**config.mk**
```make
export PLATFORM = sky130hd
export DESIGN_NAME = trial_division_prime_test_unit
export DESIGN_NICKNAME = d
export VERILOG_FILES = /design/src/hw/rtl/tdp_pkg.sv /design/src/hw/rtl/trial_division_prime_test_unit.sv /design/src/hw/rtl/tdp_divider.sv
export SDC_FILE = /design/constraint.sdc
export NUM_CORES = 1
export LEC_CHECK = 0
export ABC_CLOCK_PERIOD_IN_PS = 6000
export BUFFER_PORTS_ARGS = -buffer_cell sky130_fd_sc_hd__buf_2
export CORE_MARGIN = 2
export CORE_UTILIZATION = 63
export CTS_CLUSTER_SIZE = 14
export DETAILED_ROUTE_END_ITERATION = 8
export PLACE_DENSITY = 0.9
export SETUP_SLACK_MARGIN = 0.02
export SLEW_MARGIN = 10
export SYNTH_ARGS = -nofsm -noshare
export SYNTH_HDL_FRONTEND = slang
export SYNTH_HIERARCHICAL = 1
export SYNTH_SLANG_ARGS = --single-unit
```
**constraint.sdc**
```tcl
create_clock -name clock -period 6 [get_ports clock]
set_input_delay 0 -clock clock [delete_from_list [all_inputs] [get_ports clock]]
set_output_delay 0 -clock clock [all_outputs]
set_load 0.02 [all_outputs]
```
**src/hw/rtl/tdp_pkg.sv**
```systemverilog
// shared types and constants for the trial division prime test unit
package tdp_pkg;

   // first trial divisor
   localparam int unsigned FIRST_DIVISOR = 2;

   typedef enum logic [1:0] {
      S_IDLE,
      S_START,
      S_WAIT,
      S_RESULT
   } tdp_state_type;

   typedef struct packed {
      logic start;
   } tdp_div_ctrl_type;

   typedef struct packed {
      logic done;
      logic rem_zero;
   } tdp_div_status_type;

endpackage

```
**src/hw/rtl/trial_division_prime_test_unit.sv**
```systemverilog
// top level: sequencer driving the single divider for trial division
//
// Each beat on req_ carries one candidate; one beat on rsp_ answers whether it is
// prime (0 and 1 are reported as not prime). Divisors 2, 3, 4, ... are tried in
// turn on a single bit-serial divider; each divisor goes through a load,
// CANDIDATE_BITS shift/subtract steps and a check. The test stops at the first
// divisor that divides the candidate or once the divisor exceeds the quotient;
// candidates below 2 skip the divider and go straight to the result. req_ready is
// high only while no candidate is under test or waiting for the rsp_ register; a
// finished answer waits in the rsp_ output register without holding up the next
// request.
module trial_division_prime_test_unit import tdp_pkg::*; #(
   parameter int unsigned CANDIDATE_BITS = 31
) (
   input  logic                      clock,
   input  logic                      reset,
   input  logic                      req_valid,
   output logic                      req_ready,
   input  logic [CANDIDATE_BITS-1:0] req_candidate,
   output logic                      rsp_valid,
   input  logic                      rsp_ready,
   output logic                      rsp_is_prime
);

   localparam logic [CANDIDATE_BITS-1:0] FIRST_D = CANDIDATE_BITS'(FIRST_DIVISOR);

   tdp_state_type             state_ff, state_in;
   logic [CANDIDATE_BITS-1:0] cand_ff, cand_in;
   logic [CANDIDATE_BITS-1:0] div_ff, div_in;
   logic                      verdict_ff, verdict_in;
   logic                      rsp_valid_ff, rsp_valid_in;
   logic                      rsp_prime_ff, rsp_prime_in;
   logic                      req_beat;
   logic                      slot_free;
   tdp_div_ctrl_type          div_ctrl;
   tdp_div_status_type        div_status;
   logic [CANDIDATE_BITS-1:0] quotient;

   tdp_divider #(
      .WIDTH(CANDIDATE_BITS)
   ) u_divider (
      .clock   (clock),
      .reset   (reset),
      .ctrl    (div_ctrl),
      .dividend(cand_ff),
      .divisor (div_ff),
      .status  (div_status),
      .quotient(quotient)
   );

   assign req_ready = (state_ff == S_IDLE);
   assign req_beat  = req_valid && req_ready;
   assign slot_free = !rsp_valid_ff || rsp_ready;

   // next state
   always_comb begin
      state_in = state_ff;
      unique case (state_ff)
         S_IDLE: begin
            if (req_beat) begin
               state_in = (req_candidate < FIRST_D) ? S_RESULT : S_START;
            end
         end
         S_START: state_in = S_WAIT;
         S_WAIT: begin
            if (div_status.done) begin
               if (quotient < div_ff || div_status.rem_zero) begin
                  state_in = S_RESULT;
               end else begin
                  state_in = S_START;
               end
            end
         end
         S_RESULT: begin
            if (slot_free) begin
               state_in = S_IDLE;
            end
         end
         default: state_in = S_IDLE;
      endcase
   end

   // datapath and outputs
   always_comb begin
      cand_in        = cand_ff;
      div_in         = div_ff;
      verdict_in     = verdict_ff;
      rsp_valid_in   = rsp_valid_ff && !rsp_ready;
      rsp_prime_in   = rsp_prime_ff;
      div_ctrl.start = 1'b0;
      unique case (state_ff)
         S_IDLE: begin
            if (req_beat) begin
               cand_in    = req_candidate;
               div_in     = FIRST_D;
               verdict_in = 1'b0;
            end
         end
         S_START: div_ctrl.start = 1'b1;
         S_WAIT: begin
            if (div_status.done) begin
               // divisor past the square bound means no factor exists
               if (quotient < div_ff) begin
                  verdict_in = 1'b1;
               end else if (div_status.rem_zero) begin
                  verdict_in = 1'b0;
               end else begin
                  div_in = div_ff + 1'b1;
               end
            end
         end
         S_RESULT: begin
            if (slot_free) begin
               rsp_valid_in = 1'b1;
               rsp_prime_in = verdict_ff;
            end
         end
         default: ;
      endcase
   end

   always_ff @(posedge clock) begin
      if (reset) begin
         state_ff     <= S_IDLE;
         rsp_valid_ff <= 1'b0;
      end else begin
         state_ff     <= state_in;
         rsp_valid_ff <= rsp_valid_in;
      end
      cand_ff      <= cand_in;
      div_ff       <= div_in;
      verdict_ff   <= verdict_in;
      rsp_prime_ff <= rsp_prime_in;
   end

   assign rsp_valid    = rsp_valid_ff;
   assign rsp_is_prime = rsp_prime_ff;

endmodule

```
**src/hw/rtl/tdp_divider.sv**
```systemverilog
// bit-serial restoring divider, one quotient bit per cycle
module tdp_divider import tdp_pkg::*; #(
   parameter int unsigned WIDTH = 31
) (
   input  logic               clock,
   input  logic               reset,
   input  tdp_div_ctrl_type   ctrl,
   input  logic [WIDTH-1:0]   dividend,
   input  logic [WIDTH-1:0]   divisor,
   output tdp_div_status_type status,
   output logic [WIDTH-1:0]   quotient
);

   localparam int unsigned COUNT_BITS = $clog2(WIDTH + 1);

   logic [WIDTH-1:0]      rem_ff, rem_in;
   logic [WIDTH-1:0]      quo_ff, quo_in;
   logic [WIDTH-1:0]      dsr_ff, dsr_in;
   logic [COUNT_BITS-1:0] count_ff, count_in;
   logic                  done_ff, done_in;
   logic [WIDTH:0]        shifted;
   logic [WIDTH:0]        diff;

   assign shifted = {rem_ff, quo_ff[WIDTH-1]};
   assign diff    = shifted - {1'b0, dsr_ff};

   always_comb begin
      rem_in   = rem_ff;
      quo_in   = quo_ff;
      dsr_in   = dsr_ff;
      count_in = count_ff;
      done_in  = 1'b0;
      if (ctrl.start) begin
         rem_in   = '0;
         quo_in   = dividend;
         dsr_in   = divisor;
         count_in = COUNT_BITS'(WIDTH);
      end else if (count_ff != '0) begin
         // restore when the trial subtract goes negative
         if (diff[WIDTH]) begin
            rem_in = shifted[WIDTH-1:0];
            quo_in = {quo_ff[WIDTH-2:0], 1'b0};
         end else begin
            rem_in = diff[WIDTH-1:0];
            quo_in = {quo_ff[WIDTH-2:0], 1'b1};
         end
         count_in = count_ff - 1'b1;
         done_in  = (count_ff == COUNT_BITS'(1));
      end
   end

   always_ff @(posedge clock) begin
      if (reset) begin
         count_ff <= '0;
         done_ff  <= 1'b0;
      end else begin
         count_ff <= count_in;
         done_ff  <= done_in;
      end
      rem_ff <= rem_in;
      quo_ff <= quo_in;
      dsr_ff <= dsr_in;
   end

   assign status.done     = done_ff;
   assign status.rem_zero = (rem_ff == '0);
   assign quotient        = quo_ff;

endmodule
```
==> out/qor_table.md, run 1 <==
| Result | Value |
|:---|:---|
| Top library cells by usage in the layout, fill and taps aside | 126 x sky130_fd_sc_hd__edfxtp_1, 88 x sky130_fd_sc_hd__nor2_1, 78 x sky130_fd_sc_hd__inv_1 |
| CP Max Fanout | 26 |
| Fin Clk Skew | 12.9 ps |
| Setup TNS Final | 0 ps |
| IR Drop Worst-Case VDD | 0.297 mV |
| Number of endpoints with negative hold slack in the final report | 0 |
| Clock tree from TritonCTS | yes |
| Post-Syn Area per Cell | 10.3 sq um |
| First-pass GRT wire length | 41600 um |
| Peak clock frequency supported by timing | 281 MHz |
| Highest-delay cell along the critical path | sky130_fd_sc_hd__nand3_1 |
| Share of the yosys chip area belonging to registers | 0.474 |
| Post-layout total power | 5.99 mW |
| Min-delay worst type | primary input to flip-flop |
| CP required | 6290 ps |
| Number of I/O port buffers | 37 |
| Proportion of layout cells with a drive suffix above 1 | 0.140 |
| #FFs+latches synth | 166 |
| Final-layout fill cell count | 932 |
| Category of the critical setup timing path | flip-flop to flip-flop |
| Critical path arrival | 3850 ps |
| Final period utilization | 0.594 |
| Antenna violation net count after detailed routing | 0 |
| Vias in the first global route | 7917 |
| Number of search-and-repair iterations in the first detailed-routing pass | 6 |
| Vert. Die Dim | 128 um |
| Proportion of register bits with asynchronous set or reset after synthesis | 0 |
| Chip width | 128 um |
| Total length of routed wires | 26100 um |
| Final layout net count | 1100 |
| Die Footprint | 16300 sq um |
| Half-perimeter wire length after detailed placement | 15400 um |
| Number of buffers added by the clock tree synthesis step | 17 |
| Total of max-cap violations | 0 |
| Pin slew with the least headroom to its limit | 1230 ps |
| Number of antenna violations at the first check in global routing | 0 |
| Depth of the CTS H-tree | 4 |
| Worst path buffer plus inverter count | 1 |
| Yosys warning total | 6 |
| Net count after synthesis | 1041 |
| Number of DRC markers in iteration 0 | 1072 |
| Vias | 8026 |
| Total gr overflow | 0 |
| Number of vias per cell after detailed routing | 6.69 |
| Clock transition at the registers of the reported paths | 80 ps |
| Distinct cell type count after synthesis | 76 |
| Starting Density | 0.640 |
| Worst path cell trace | inv_1, ha_1, nor2b_1, o31a_1, o211ai_1, a21boi_2, o2111ai_2, nand3_1, nand4_1, o211ai_1 |
| Clock network latency to the later pin of the worst-skew pair | 450 ps |
| Pwr/cell area | 549 nW/um^2 |
| Top-level port count | 38 |
| Clk Tree Root Cell | sky130_fd_sc_hd__clkbuf_16 |
| Pin count of the biggest net entering global routing | 62 |
| Area Growth Syn to Fin | 12.9% |
| Min Hold Slack | 277 ps |
| Most frequently used flop master after synthesis | sky130_fd_sc_hd__edfxtp_1 |
| Number of enable-type register cells in the synthesized netlist | 126 |
| CP Capture Type | flip-flop |
| Crit path time final | 3560 ps |
| Sinks on the clock net | 166 |
| Critical path startpoint category | flip-flop |
| Max_slew headroom | 0.180 |
| Post-synthesis instance area | 9660 sq um |
| Number of placement rows | 45 |
| Most common cell after layout, fill and taps aside | sky130_fd_sc_hd__edfxtp_1 |
| Number of buffers on the longest clock path | 2 |
| Most common cell type on the critical path | sky130_fd_sc_hd__o211ai_1 |
| Total setup violations reported at the end of the flow | 0 |
| Top cell family by delay on the critical path | simple AND/OR/NAND/NOR gates |
| Resize count post-CTS | 0 |
| Overall Global Routing Usage | 0.329 |
| Final RePlAce weighted congestion | 0.952 |
| Wire length per cell after detailed routing | 21.8 um |
| Antenna Cells | 0 |
| Result of the run | completed |
| Max-slew violation total from the final report | 0 |
| Unrepaired setup endpoints after global routing | no |
| Core region area | 15100 sq um |
| DRC violations left | 0 |
| Gate count after technology mapping | 940 |
| LEAKAGE | 4.27 nW |
| Maximum cell stage delay along the critical path | 900 ps |
-- logic make-up after synthesis --
logic type               count (synthesis)  synth area share
AO/OA/AOI/OAI                          207             0.148
XOR/XNOR                                46            0.0417
adder cells (fa/ha/maj)                 66            0.0862
buffers and inverters                  119            0.0515
flip-flops                             166             0.474
multiplexers                            33            0.0383
AND/OR/NAND/NOR                        303             0.160
-- path summary, 6_finish.rpt --
check,start,end,slack (ps),cells after the start
setup / recovery,u_divider/dsr_ff[1]$_DFFE_PP_,u_divider/rem_ff[24]$_SDFFE_PP0P_,2440,10
hold / removal,req_candidate[22],cand_ff[22]$_DFFE_PP_,280,2
setup reg to reg,u_divider/dsr_ff[1]$_DFFE_PP_,u_divider/rem_ff[24]$_SDFFE_PP0P_,2440,10
hold reg to reg,verdict_ff$_SDFFCE_PN0P_,rsp_is_prime$_DFFE_PP_,430,0
-- area by class of cell --
| cell class | count | area (sq um) | share of cell area |
|---|---|---|---|
| clock buffer | 17 | 425 | 0.0390 |
| clock inverter | 15 | 174 | 0.0159 |
| inverter | 79 | 297 | 0.0272 |
| multi-input combinational | 655 | 4600 | 0.422 |
| sequential | 166 | 4580 | 0.420 |
| tap | 188 | 235 | 0.0216 |
| timing repair buffer | 80 | 593 | 0.0544 |
-- what timing repair did --
item	CTS	global route
endpoints found under the hold margin	41	0
setup buffers	0	0
hold buffers	34	0
-- cell usage after synthesis (5+ instances only) --
library cell / n / share of area
sky130_fd_sc_hd__nor4_1: 16 / 0.010
sky130_fd_sc_hd__a31oi_1: 6 / 0.0039
sky130_fd_sc_hd__o21ai_0: 40 / 0.021
sky130_fd_sc_hd__xnor2_1: 43 / 0.039
sky130_fd_sc_hd__and3_1: 11 / 0.0071
sky130_fd_sc_hd__a311oi_1: 15 / 0.014
sky130_fd_sc_hd__nand2b_1: 8 / 0.0052
sky130_fd_sc_hd__a21oi_1: 57 / 0.030
sky130_fd_sc_hd__a21o_1: 12 / 0.0093
sky130_fd_sc_hd__o21a_1: 7 / 0.0054
sky130_fd_sc_hd__or3_1: 5 / 0.0032
sky130_fd_sc_hd__nand4_1: 28 / 0.018
sky130_fd_sc_hd__clkbuf_1: 23 / 0.0089
sky130_fd_sc_hd__mux2_2: 32 / 0.037
sky130_fd_sc_hd__edfxtp_1: 126 / 0.39
sky130_fd_sc_hd__ha_1: 65 / 0.084
sky130_fd_sc_hd__nor2_1: 88 / 0.034
sky130_fd_sc_hd__buf_2: 10 / 0.0052
sky130_fd_sc_hd__o311a_1: 7 / 0.0073
sky130_fd_sc_hd__nand3_1: 35 / 0.018
sky130_fd_sc_hd__o2111ai_1: 6 / 0.0054
sky130_fd_sc_hd__dfxtp_1: 40 / 0.083
sky130_fd_sc_hd__nor3_1: 16 / 0.0083
sky130_fd_sc_hd__nand2_1: 60 / 0.023
sky130_fd_sc_hd__nor2b_1: 7 / 0.0045
sky130_fd_sc_hd__inv_1: 79 / 0.031
sky130_fd_sc_hd__o211ai_1: 14 / 0.011
sky130_fd_sc_hd__a211oi_1: 8 / 0.0062
-- power breakdown --
part           total (mW)  internal, mW  switching (mW)
Combinational        2.81          1.13            1.68
Sequential           2.05          1.71           0.339
Clock                1.13         0.600           0.534
-- state kept, by name (all words and copies together) (netlist names) --
signal              flops
cand_ff                31
verdict_ff              1
u_divider/rem_ff       31
u_divider/quotient     31
u_divider/done_ff       1
u_divider/count_ff      5
rsp_valid               1
div_ff                 31
state_ff                2
u_divider/dsr_ff       31
rsp_is_prime            1
-- worst reg2reg max path, cell delays in order (launching register included) --
cell and delay [ps]:
sky130_fd_sc_hd__edfxtp_1 410, sky130_fd_sc_hd__inv_1 70, sky130_fd_sc_hd__ha_1 220, sky130_fd_sc_hd__nor2b_1 160
sky130_fd_sc_hd__o31a_1 300, sky130_fd_sc_hd__o211ai_1 300, sky130_fd_sc_hd__a21boi_2 150, sky130_fd_sc_hd__o2111ai_2 250
sky130_fd_sc_hd__nand3_1 900, sky130_fd_sc_hd__nand4_1 480, sky130_fd_sc_hd__o211ai_1 160
-- metal layers --
layer  routed length [um]  GRT usage
met3                 2280     0.0651
met1                 9860      0.401
met2                12900      0.563
met4                 1080      0.156
met5                    0          0
-- metrics by stage --
step / worst slack, ps / area, sq um / util / cells
after floorplan: 1690 / 9660 / - / 940
after global placement: 2620 / 9970 / 0.661 / 1134
after detailed placement: 2510 / 9970 / 0.661 / 1134
after CTS: 2450 / 10900 / 0.723 / 1200
after global routing: 2190 / 10900 / 0.723 / 1200
final: 2440 / 10900 / 0.723 / 1200
Power figures use the tool's default switching activity.
==> run 2, diff against run 1 <==
--- a/config.mk
+++ b/config.mk
@@ -5,13 +5,13 @@
 export SDC_FILE = /design/constraint.sdc
 export NUM_CORES = 1
 export LEC_CHECK = 0
-export ABC_CLOCK_PERIOD_IN_PS = 6000
+export ABC_CLOCK_PERIOD_IN_PS = 2900
 export BUFFER_PORTS_ARGS = -buffer_cell sky130_fd_sc_hd__buf_2
 export CORE_MARGIN = 2
-export CORE_UTILIZATION = 63
+export CORE_UTILIZATION = 57
 export CTS_CLUSTER_SIZE = 14
 export DETAILED_ROUTE_END_ITERATION = 8
-export PLACE_DENSITY = 0.9
+export PLACE_DENSITY = 0.86
 export SETUP_SLACK_MARGIN = 0.02
 export SLEW_MARGIN = 10
 export SYNTH_ARGS = -nofsm -noshare
==> constraint.sdc (replaced) <==
create_clock -name clock -period 2.9 [get_ports clock]
set_input_delay 0 -clock clock [delete_from_list [all_inputs] [get_ports clock]]
set_output_delay 0 -clock clock [all_outputs]
set_load 0.02 [all_outputs]
==> run 2 against run 1 <==
Against the previous run:
- the flow now finishes with violations (setup timing)
- combinational power up 150%
- first-iteration DRC count increased by 17%
- critical path depth rose by 2
- hold slack improved by 11 ps
- fmax is 21% higher
==> out/qor_table.md, run 2 (synthesis results as in run 1) <==
| Result | Value | Change |
|:---|:---|:---|
| First-pass GRT wire length | 40800 um | -1.9% |
| Category of the critical setup timing path | flip-flop to flip-flop |  |
| Cell area after layout | 11800 sq um | +7.8% |
| Unrepaired setup endpoints after global routing | yes |  |
| Peak clock frequency supported by timing | 340 MHz | +21% |
| Total length of routed wires | 27800 um | +6.6% |
| Max-slew violation total from the final report | 0 | unchanged |
| Starting Density | 0.583 | -0.0577 |
| Post-route non-filler standard cell count | 1291 | +7.6% |
| Top-level port count | 38 | unchanged |
| DRC violations left | 0 | unchanged |
| Clock tree from TritonCTS | yes |  |
| IR Drop Worst-Case VDD | 0.790 mV | +170% |
| Sinks on the clock net | 166 | unchanged |
| Number of vias per cell after detailed routing | 6.48 | -3.1% |
| Final layout net count | 1159 | +5.4% |
| Max_slew headroom | 0.466 | +0.286 |
| Depth of the CTS H-tree | 4 | unchanged |
| Proportion of layout cells with a drive suffix above 1 | 0.212 | +0.0716 |
| Critical path startpoint category | flip-flop |  |
| Vias | 8371 | +4.3% |
| R2R Path End | u_divider/rem_ff[25]$_SDFFE_PP0P_ |  |
| Pin count of the biggest net entering global routing | 92 | +48% |
| Instance area after placement | 10300 sq um | +3.8% |
| Number of DRC markers in iteration 0 | 1256 | +17% |
| Die Footprint | 18000 sq um | +10% |
| Core region area | 16600 sq um | +9.9% |
| Number of placement rows | 47 | +4.4% |
| Number of antenna violations at the first check in global routing | 0 | unchanged |
| Vert. Die Dim | 134 um | +5.0% |
| LEAKAGE | 4.62 nW | +8.2% |
| CP Capture Type | flip-flop |  |
| Worst Setup Slack, final | -40.4 ps | -2480 ps |
| Most common cell after layout, fill and taps aside | sky130_fd_sc_hd__edfxtp_1 |  |
| Chip width | 134 um | +5.0% |
| Number of search-and-repair iterations in the first detailed-routing pass | 6 | unchanged |
| Pin slew with the least headroom to its limit | 796 ps | -430 ps |
| Wire length per cell after detailed routing | 21.6 um | -0.88% |
| Final RePlAce weighted congestion | 0.985 | +3.6% |
| CP required | 3260 ps | -3030 ps |
| Number of endpoints with negative hold slack in the final report | 0 | unchanged |
| Crit path time final | 2940 ps | -625 ps |
| Antenna violation net count after detailed routing | 0 | unchanged |
| Top library cells by usage in the layout, fill and taps aside | 126 x sky130_fd_sc_hd__edfxtp_1, 86 x sky130_fd_sc_hd__nor2_1, 78 x sky130_fd_sc_hd__inv_1 |  |
| Total gr overflow | 0 | unchanged |
| Total setup violations reported at the end of the flow | 18 | +18 |
| Clock network latency to the later pin of the worst-skew pair | 440 ps | about the same |
| Final-layout fill cell count | 1046 | +12% |
| Area Growth Syn to Fin | 21.7% |  |
| Final period utilization | 1.01 | +0.420 |
| Critical hold path startpoint | req_candidate[1] |  |
| Half-perimeter wire length after detailed placement | 16000 um | +3.9% |
| Pwr/cell area | 1150 nW/um^2 | +110% |
| Fin Clk Skew | 10.8 ps | -2.04 ps |
| Overall Global Routing Usage | 0.291 | -0.0375 |
| Number of I/O port buffers | 37 | unchanged |
| Reg-to-reg slack, setup | -40 ps | -2480 ps |
| Worst hold path cell count | 2 | unchanged |
| Clk Tree Root Cell | sky130_fd_sc_hd__clkbuf_16 |  |
| First element of the critical path | u_divider/dsr_ff[1]$_DFFE_PP_ |  |
| Vias in the first global route | 7909 | -0.10% |
| Violations in the final reports | setup timing |  |
| Number of buffers on the longest clock path | 2 | unchanged |
| Clock transition at the registers of the reported paths | 70 ps | about the same |
| Reg2reg path depth | 12 | +2 |
| Critical path arrival | 3300 ps | -550 ps |
| Result of the run | complete, but fails checks |  |
| CP Max Fanout | 6 | -77% |
| Placed cell count | 1205 | +6.3% |
| R2r startpoint | u_divider/dsr_ff[1]$_DFFE_PP_ |  |
| Critical path destination | u_divider/rem_ff[25]$_SDFFE_PP0P_ |  |
| Total of max-cap violations | 0 | unchanged |
| Setup TNS Final | -84.6 ps | -84.6 ps |
| Antenna Cells | 0 | unchanged |
| Min-delay worst type | primary input to flip-flop |  |
| Number of buffers added by the clock tree synthesis step | 17 | unchanged |
## run 2: changes by cell type in the layout (fill, tap and decap cells not counted), moves of 3 or more
cell | before | now
sky130_fd_sc_hd__ha_2 | 0 | 4
sky130_fd_sc_hd__o21ai_1 | 0 | 4
sky130_fd_sc_hd__buf_4 | 9 | 58
sky130_fd_sc_hd__buf_12 | 0 | 3
sky130_fd_sc_hd__o21ai_0 | 40 | 35
sky130_fd_sc_hd__inv_8 | 7 | 4
sky130_fd_sc_hd__ha_4 | 0 | 7
sky130_fd_sc_hd__ha_1 | 65 | 54
sky130_fd_sc_hd__a21oi_1 | 57 | 54
sky130_fd_sc_hd__buf_6 | 0 | 5
## run 2: how the worst min path moves through the flow
stage,end
final,cand_ff[1]$_DFFE_PP_
after global routing,cand_ff[3]$_DFFE_PP_
after CTS,cand_ff[0]$_DFFE_PP_
after detailed placement,cand_ff[0]$_DFFE_PP_
after global placement,cand_ff[0]$_DFFE_PP_
after floorplan,u_divider/count_ff[0]$_SDFFE_PP0P_
## run 2: power by group
part	total, mW	leakage, nW	switching (mW)	internal, mW
combinational	6.91	2.75	3.89	3.02
clock	2.40	0.299	1.09	1.31
sequential	4.19	1.56	0.666	3.52
## run 2: layout make-up
class / instances / area, sq um / share of cell area
flip-flops and latches: 166 / 4580 / 0.390
clock inverters: 15 / 189 / 0.0161
well taps: 220 / 275 / 0.0234
multi-input cells: 655 / 4850 / 0.413
inverters: 79 / 300 / 0.0255
clock buffers: 17 / 425 / 0.0362
repair buffers: 139 / 1130 / 0.0959
## run 2: metrics by stage
stage | worst slack (ps) | utilization | power (mW) | hold WS [ps]
global placement | 86.7 | 0.624 | 9.79 | 177
floorplan | 40.3 | - | 8.28 | 69.1
detailed placement | -57.3 | 0.624 | 10.0 | 179
finish | -40.4 | 0.709 | 13.5 | 288
global route | -146 | 0.709 | 14.2 | 284
CTS | 18.7 | 0.685 | 12.5 | 263
## run 2: repair_timing
action / 4_1_cts / 5_1_grt
setup buffers: 3 / 15
setup endpoints to repair: 4 / 57
hold endpoints to repair: 40 / 0
hold buffers: 34 / 0
pin swaps: 3 / 20
gates cloned: 0 / 2
gates resized for setup: 4 / 47
## run 2: layer usage
| layer | vias up | global-route usage | wire length (um) |
|---|---|---|---|
| met1 | 3971 | 0.361 | 10600 |
| met3 | 114 | 0.0658 | 2360 |
| met4 | 0 | 0.132 | 1080 |
| met2 | 543 | 0.487 | 13800 |
| li1 | 3743 | - | - |
| met5 | - | 0 | 0 |
## run 2: worst max-delay path, cell delays in order (launching register included)
cell and delay (ps):
sky130_fd_sc_hd__edfxtp_1 390, sky130_fd_sc_hd__inv_1 70, sky130_fd_sc_hd__ha_1 210, sky130_fd_sc_hd__nor2b_4 130, sky130_fd_sc_hd__o31a_1 340, sky130_fd_sc_hd__o211ai_1 220, sky130_fd_sc_hd__buf_4 170, sky130_fd_sc_hd__a21boi_4 70
sky130_fd_sc_hd__o2111ai_4 250, sky130_fd_sc_hd__a21oi_4 140, sky130_fd_sc_hd__buf_6 160, sky130_fd_sc_hd__or4_4 510, sky130_fd_sc_hd__a41oi_2 210
==> run 3, diff against run 2 <==
--- a/config.mk
+++ b/config.mk
@@ -8,13 +8,12 @@
 export ABC_CLOCK_PERIOD_IN_PS = 2900
 export BUFFER_PORTS_ARGS = -buffer_cell sky130_fd_sc_hd__buf_2
 export CORE_MARGIN = 2
-export CORE_UTILIZATION = 57
+export CORE_UTILIZATION = 56
 export CTS_CLUSTER_SIZE = 14
 export DETAILED_ROUTE_END_ITERATION = 8
-export PLACE_DENSITY = 0.86
+export PLACE_DENSITY = 0.85
 export SETUP_SLACK_MARGIN = 0.02
 export SLEW_MARGIN = 10
 export SYNTH_ARGS = -nofsm -noshare
 export SYNTH_HDL_FRONTEND = slang
-export SYNTH_HIERARCHICAL = 1
 export SYNTH_SLANG_ARGS = --single-unit
==> run 3 against run 2 <==
Against the previous run:
- the run now ends clean
- power decreased by 5.8%
- register-to-register slack improved by 170 ps
- via count decreased by 11%
- clock skew increased by 1.8 ps
- combinational power decreased by 9.8%
- fmax increased by 6.0%
- worst setup slack improved by 170 ps
- critical path depth unchanged
- clock power decreased by 3%
- non-clock buffer count decreased by 32
- die area decreased by 2.8%
- sequential power about the same
- critical path type unchanged
==> out/qor_table.md, run 3 <==
| Result | Value | Change |
|:---|:---|:---|
| Depth of the CTS H-tree | 4 | unchanged |
| Vias | 7490 | -11% |
| Power share of the clock group | 0.183 | +0.005 |
| Clk Tree Root Cell | sky130_fd_sc_hd__clkbuf_16 |  |
| Cell with the most instances after synthesis | sky130_fd_sc_hd__nand2_1 |  |
| DRC violations left | 0 | unchanged |
| Vias in the first global route | 7236 | -8.5% |
| Final period utilization | 0.957 | -0.0570 |
| Part of the power in registers | 0.327 | +0.017 |
| Setup WS pre-CTS | -0.246 ps | +57.0 ps |
| Most area-hungry cell type in the Yosys netlist | sky130_fd_sc_hd__edfxtp_1 |  |
| Number of buffers added by the clock tree synthesis step | 17 | unchanged |
| Pin slew with the least headroom to its limit | 593 ps | -203 ps |
| Share of the yosys chip area belonging to registers | 0.497 | +0.0230 |
| Net count after synthesis | 1051 | +0.96% |
| Clock tree from TritonCTS | yes |  |
| Proportion of layout cells with a drive suffix above 1 | 0.134 | -0.0777 |
| #FFs+latches synth | 166 | unchanged |
| Post-Syn Area per Cell | 9.70 sq um | -5.6% |
| Distinct cell type count after synthesis | 58 | -24% |
| Sinks on the clock net | 166 | unchanged |
| Clock network latency to the later pin of the worst-skew pair | 440 ps | about the same |
| Overall Global Routing Usage | 0.255 | -0.0357 |
| Pin count of the biggest net entering global routing | 58 | -37% |
| Fraction of post-synthesis cell area in the top cell type by area | 0.411 | +0.0190 |
| Result of the run | completed |  |
| Peak clock frequency supported by timing | 360 MHz | +6.0% |
| Max-slew violation total from the final report | 0 | unchanged |
| Number of enable-type register cells in the synthesized netlist | 126 | unchanged |
| Yosys warning total | 0 | -6 |
| Unrepaired setup endpoints after global routing | yes |  |
| Post-synthesis instance area | 9220 sq um | -4.6% |
| Antenna Cells | 0 | unchanged |
| Min-delay worst type | primary input to flip-flop |  |
| Total of max-cap violations | 0 | unchanged |
| Number of buffers on the longest clock path | 2 | unchanged |
| Worst Setup Slack, final | 125 ps | +165 ps |
| Gate count after technology mapping | 950 | +1.1% |
| Number of endpoints with negative hold slack in the final report | 0 | unchanged |
| Number of DRC markers in iteration 0 | 832 | -34% |
| Number of I/O port buffers | 37 | unchanged |
| Die Footprint | 17500 sq um | -2.8% |
| Net switching power of the design | 5.23 mW | -7.3% |
| Most frequently used flop master after synthesis | sky130_fd_sc_hd__edfxtp_1 |  |
| Internal power consumption | 7.49 mW | -4.7% |
| Total length of routed wires | 22400 um | -19% |
| Starting Density | 0.576 | -0.00668 |
| Core Util, Final | 0.685 | -0.0238 |
| Switching part of the total | 0.411 | -0.00671 |
| Wire length per cell after detailed routing | 17.6 um | -18% |
| CP Max Fanout | 13 | +7 |
| Dominant cells by area after synthesis | sky130_fd_sc_hd__edfxtp_1 41%, sky130_fd_sc_hd__ha_1 8.8%, sky130_fd_sc_hd__dfxtp_1 8.7% |  |
| IR Drop Worst-Case VDD | 0.690 mV | -13% |
| CP required | 3250 ps | about the same |
| Number of placement rows | 46 | -2.1% |
| Category of the critical setup timing path | flip-flop to flip-flop |  |
| Critical path arrival | 3130 ps | -170 ps |
| Half-perimeter wire length after detailed placement | 14300 um | -11% |
| Critical path startpoint category | flip-flop |  |
| CP Capture Type | flip-flop |  |
| Total setup violations reported at the end of the flow | 0 | -18 |
| Core region area | 16000 sq um | -3.5% |
| Pwr/cell area | 1160 nW/um^2 | +1.1% |
| Antenna violation net count after detailed routing | 0 | unchanged |
| Chip width | 132 um | -1.4% |
| Area Growth Syn to Fin | 18.9% |  |
| Vert. Die Dim | 132 um | -1.4% |
| LEAKAGE | 4.50 nW | -2.5% |
| Proportion of register bits with asynchronous set or reset after synthesis | 0 | unchanged |
| Fin Clk Skew | 12.6 ps | +1.80 ps |
| Top library cells by usage in the layout, fill and taps aside | 178 x sky130_fd_sc_hd__nand2_1, 126 x sky130_fd_sc_hd__edfxtp_1, 65 x sky130_fd_sc_hd__inv_1 |  |
| Number of antenna violations at the first check in global routing | 0 | unchanged |
| Number of search-and-repair iterations in the first detailed-routing pass | 5 | -1 |
| Clock transition at the registers of the reported paths | 70 ps | about the same |
| Number of vias per cell after detailed routing | 5.88 | -9.3% |
| Final RePlAce weighted congestion | 0.891 | -9.6% |
| Max_slew headroom | 0.601 | +0.135 |
| Crit path time final | 2780 ps | -165 ps |
| Final layout net count | 1146 | -1.1% |
| Most common cell after layout, fill and taps aside | sky130_fd_sc_hd__nand2_1 |  |
| First-pass GRT wire length | 35600 um | -13% |
| Total gr overflow | 0 | unchanged |
| Combinational share of power | 0.490 | -0.022 |
| Top-level port count | 38 | unchanged |
| Synth top cells by count | 179 x sky130_fd_sc_hd__nand2_1, 126 x sky130_fd_sc_hd__edfxtp_1, 67 x sky130_fd_sc_hd__inv_1 |  |
-- run 3: cell types whose count changed in the layout (fill, tap and decap cells not counted), moves of 15 or more --
cell / before / now
sky130_fd_sc_hd__nor2_1: 86 / 64
sky130_fd_sc_hd__nand3_1: 35 / 20
sky130_fd_sc_hd__mux2_2: 32 / 1
sky130_fd_sc_hd__buf_4: 58 / 29
sky130_fd_sc_hd__nand2_1: 60 / 178
sky130_fd_sc_hd__nand4_1: 28 / 13
sky130_fd_sc_hd__a31oi_1: 6 / 32
sky130_fd_sc_hd__o21ai_0: 35 / 52
-- run 3: metrics by stage --
step	TNS, ps	power [mW]	instance area [sq um]	std cells	hold slack (ps)
5_1_grt	-59.1	13.6	11000	1274	289
3_3_place_gp	0	9.61	9820	1200	178
4_1_cts	0	12.3	10800	1267	266
3_5_place_dp	-0.246	9.85	9820	1200	182
2_1_floorplan	0	8.31	9230	950	98.9
6_report	0	12.7	11000	1274	287
-- run 3: critical path, cell delays in order (launching register included) --
cell and delay, ps:
sky130_fd_sc_hd__edfxtp_1 350, sky130_fd_sc_hd__inv_2 50, sky130_fd_sc_hd__ha_1 260, sky130_fd_sc_hd__nor2b_2 170, sky130_fd_sc_hd__o2111a_2 280, sky130_fd_sc_hd__nor3_4 60
sky130_fd_sc_hd__o31ai_4 260, sky130_fd_sc_hd__a31oi_4 180, sky130_fd_sc_hd__a31oi_4 340, sky130_fd_sc_hd__xor2_4 170, sky130_fd_sc_hd__buf_12 180, sky130_fd_sc_hd__and3_1 180
sky130_fd_sc_hd__nor4_2 220
-- run 3: layer usage --
metal,up-vias,share of wire,GRT usage
met1,3584,0.42,0.316
li1,3577,-,-
met2,280,0.50,0.446
met3,49,0.051,0.0477
met4,0,0.027,0.0950
met5,-,0,0
-- run 3: cell type report --
| type | count | area, sq um |
|---|---|---|
| Timing Repair Buffer | 107 | 847 |
| Fill cell | 1164 | 5040 |
| Tap cell | 216 | 270 |
| Multi-Input combinational cell | 685 | 4410 |
| Inverter | 68 | 255 |
| Sequential cell | 166 | 4580 |
| Clock buffer | 19 | 433 |
| Clock inverter | 13 | 163 |
-- run 3: power by group through the flow --
| stage | logic [mW] | registers [mW] | clock network [mW] |
|---|---|---|---|
| 6_report | 6.23 | 4.16 | 2.32 |
| 5_1_grt | 6.89 | 4.25 | 2.43 |
| 4_1_cts | 5.84 | 4.12 | 2.33 |
| 3_3_place_gp | 5.49 | 4.12 | 0 |
| 3_5_place_dp | 5.69 | 4.16 | 0 |
| 2_1_floorplan | 4.35 | 3.96 | 0 |
-- run 3: worst paths after layout --
kind | end | depth (start not counted) | slack (ps) | from
worst min register to register | u_divider.dsr_ff[4]$_DFFE_PP_ | 0 | 460 | div_ff[4]$_SDFFCE_PN0P_
worst max register to register | u_divider.rem_ff[0]$_SDFFE_PP0P_ | 12 | 120 | u_divider.dsr_ff[1]$_DFFE_PP_
worst min-delay path | cand_ff[10]$_DFFE_PP_ | 2 | 290 | req_candidate[10]
worst max-delay path | u_divider.rem_ff[0]$_SDFFE_PP0P_ | 12 | 120 | u_divider.dsr_ff[1]$_DFFE_PP_
-- run 3: kinds of logic after synthesis --
logic type               Yosys count  synth area share
AO/OA/AOI/OAI                    196             0.134
XOR/XNOR                          55            0.0539
adder cells (fa/ha/maj)           66            0.0904
buffers and inverters             99            0.0418
flip-flops                       166             0.497
multiplexers                       1           0.00122
AND/OR/NAND/NOR                  367             0.181
-- run 3: repair_timing --
item                                    in CTS  in global routing
hold buffers                                35                  0
resized for setup                            3                 29
buffers inserted                             0                  6
gates cloned                                 0                  1
hold endpoints to repair                    40                  0
pin swaps                                    0                 10
endpoints found under the setup margin       7                 40
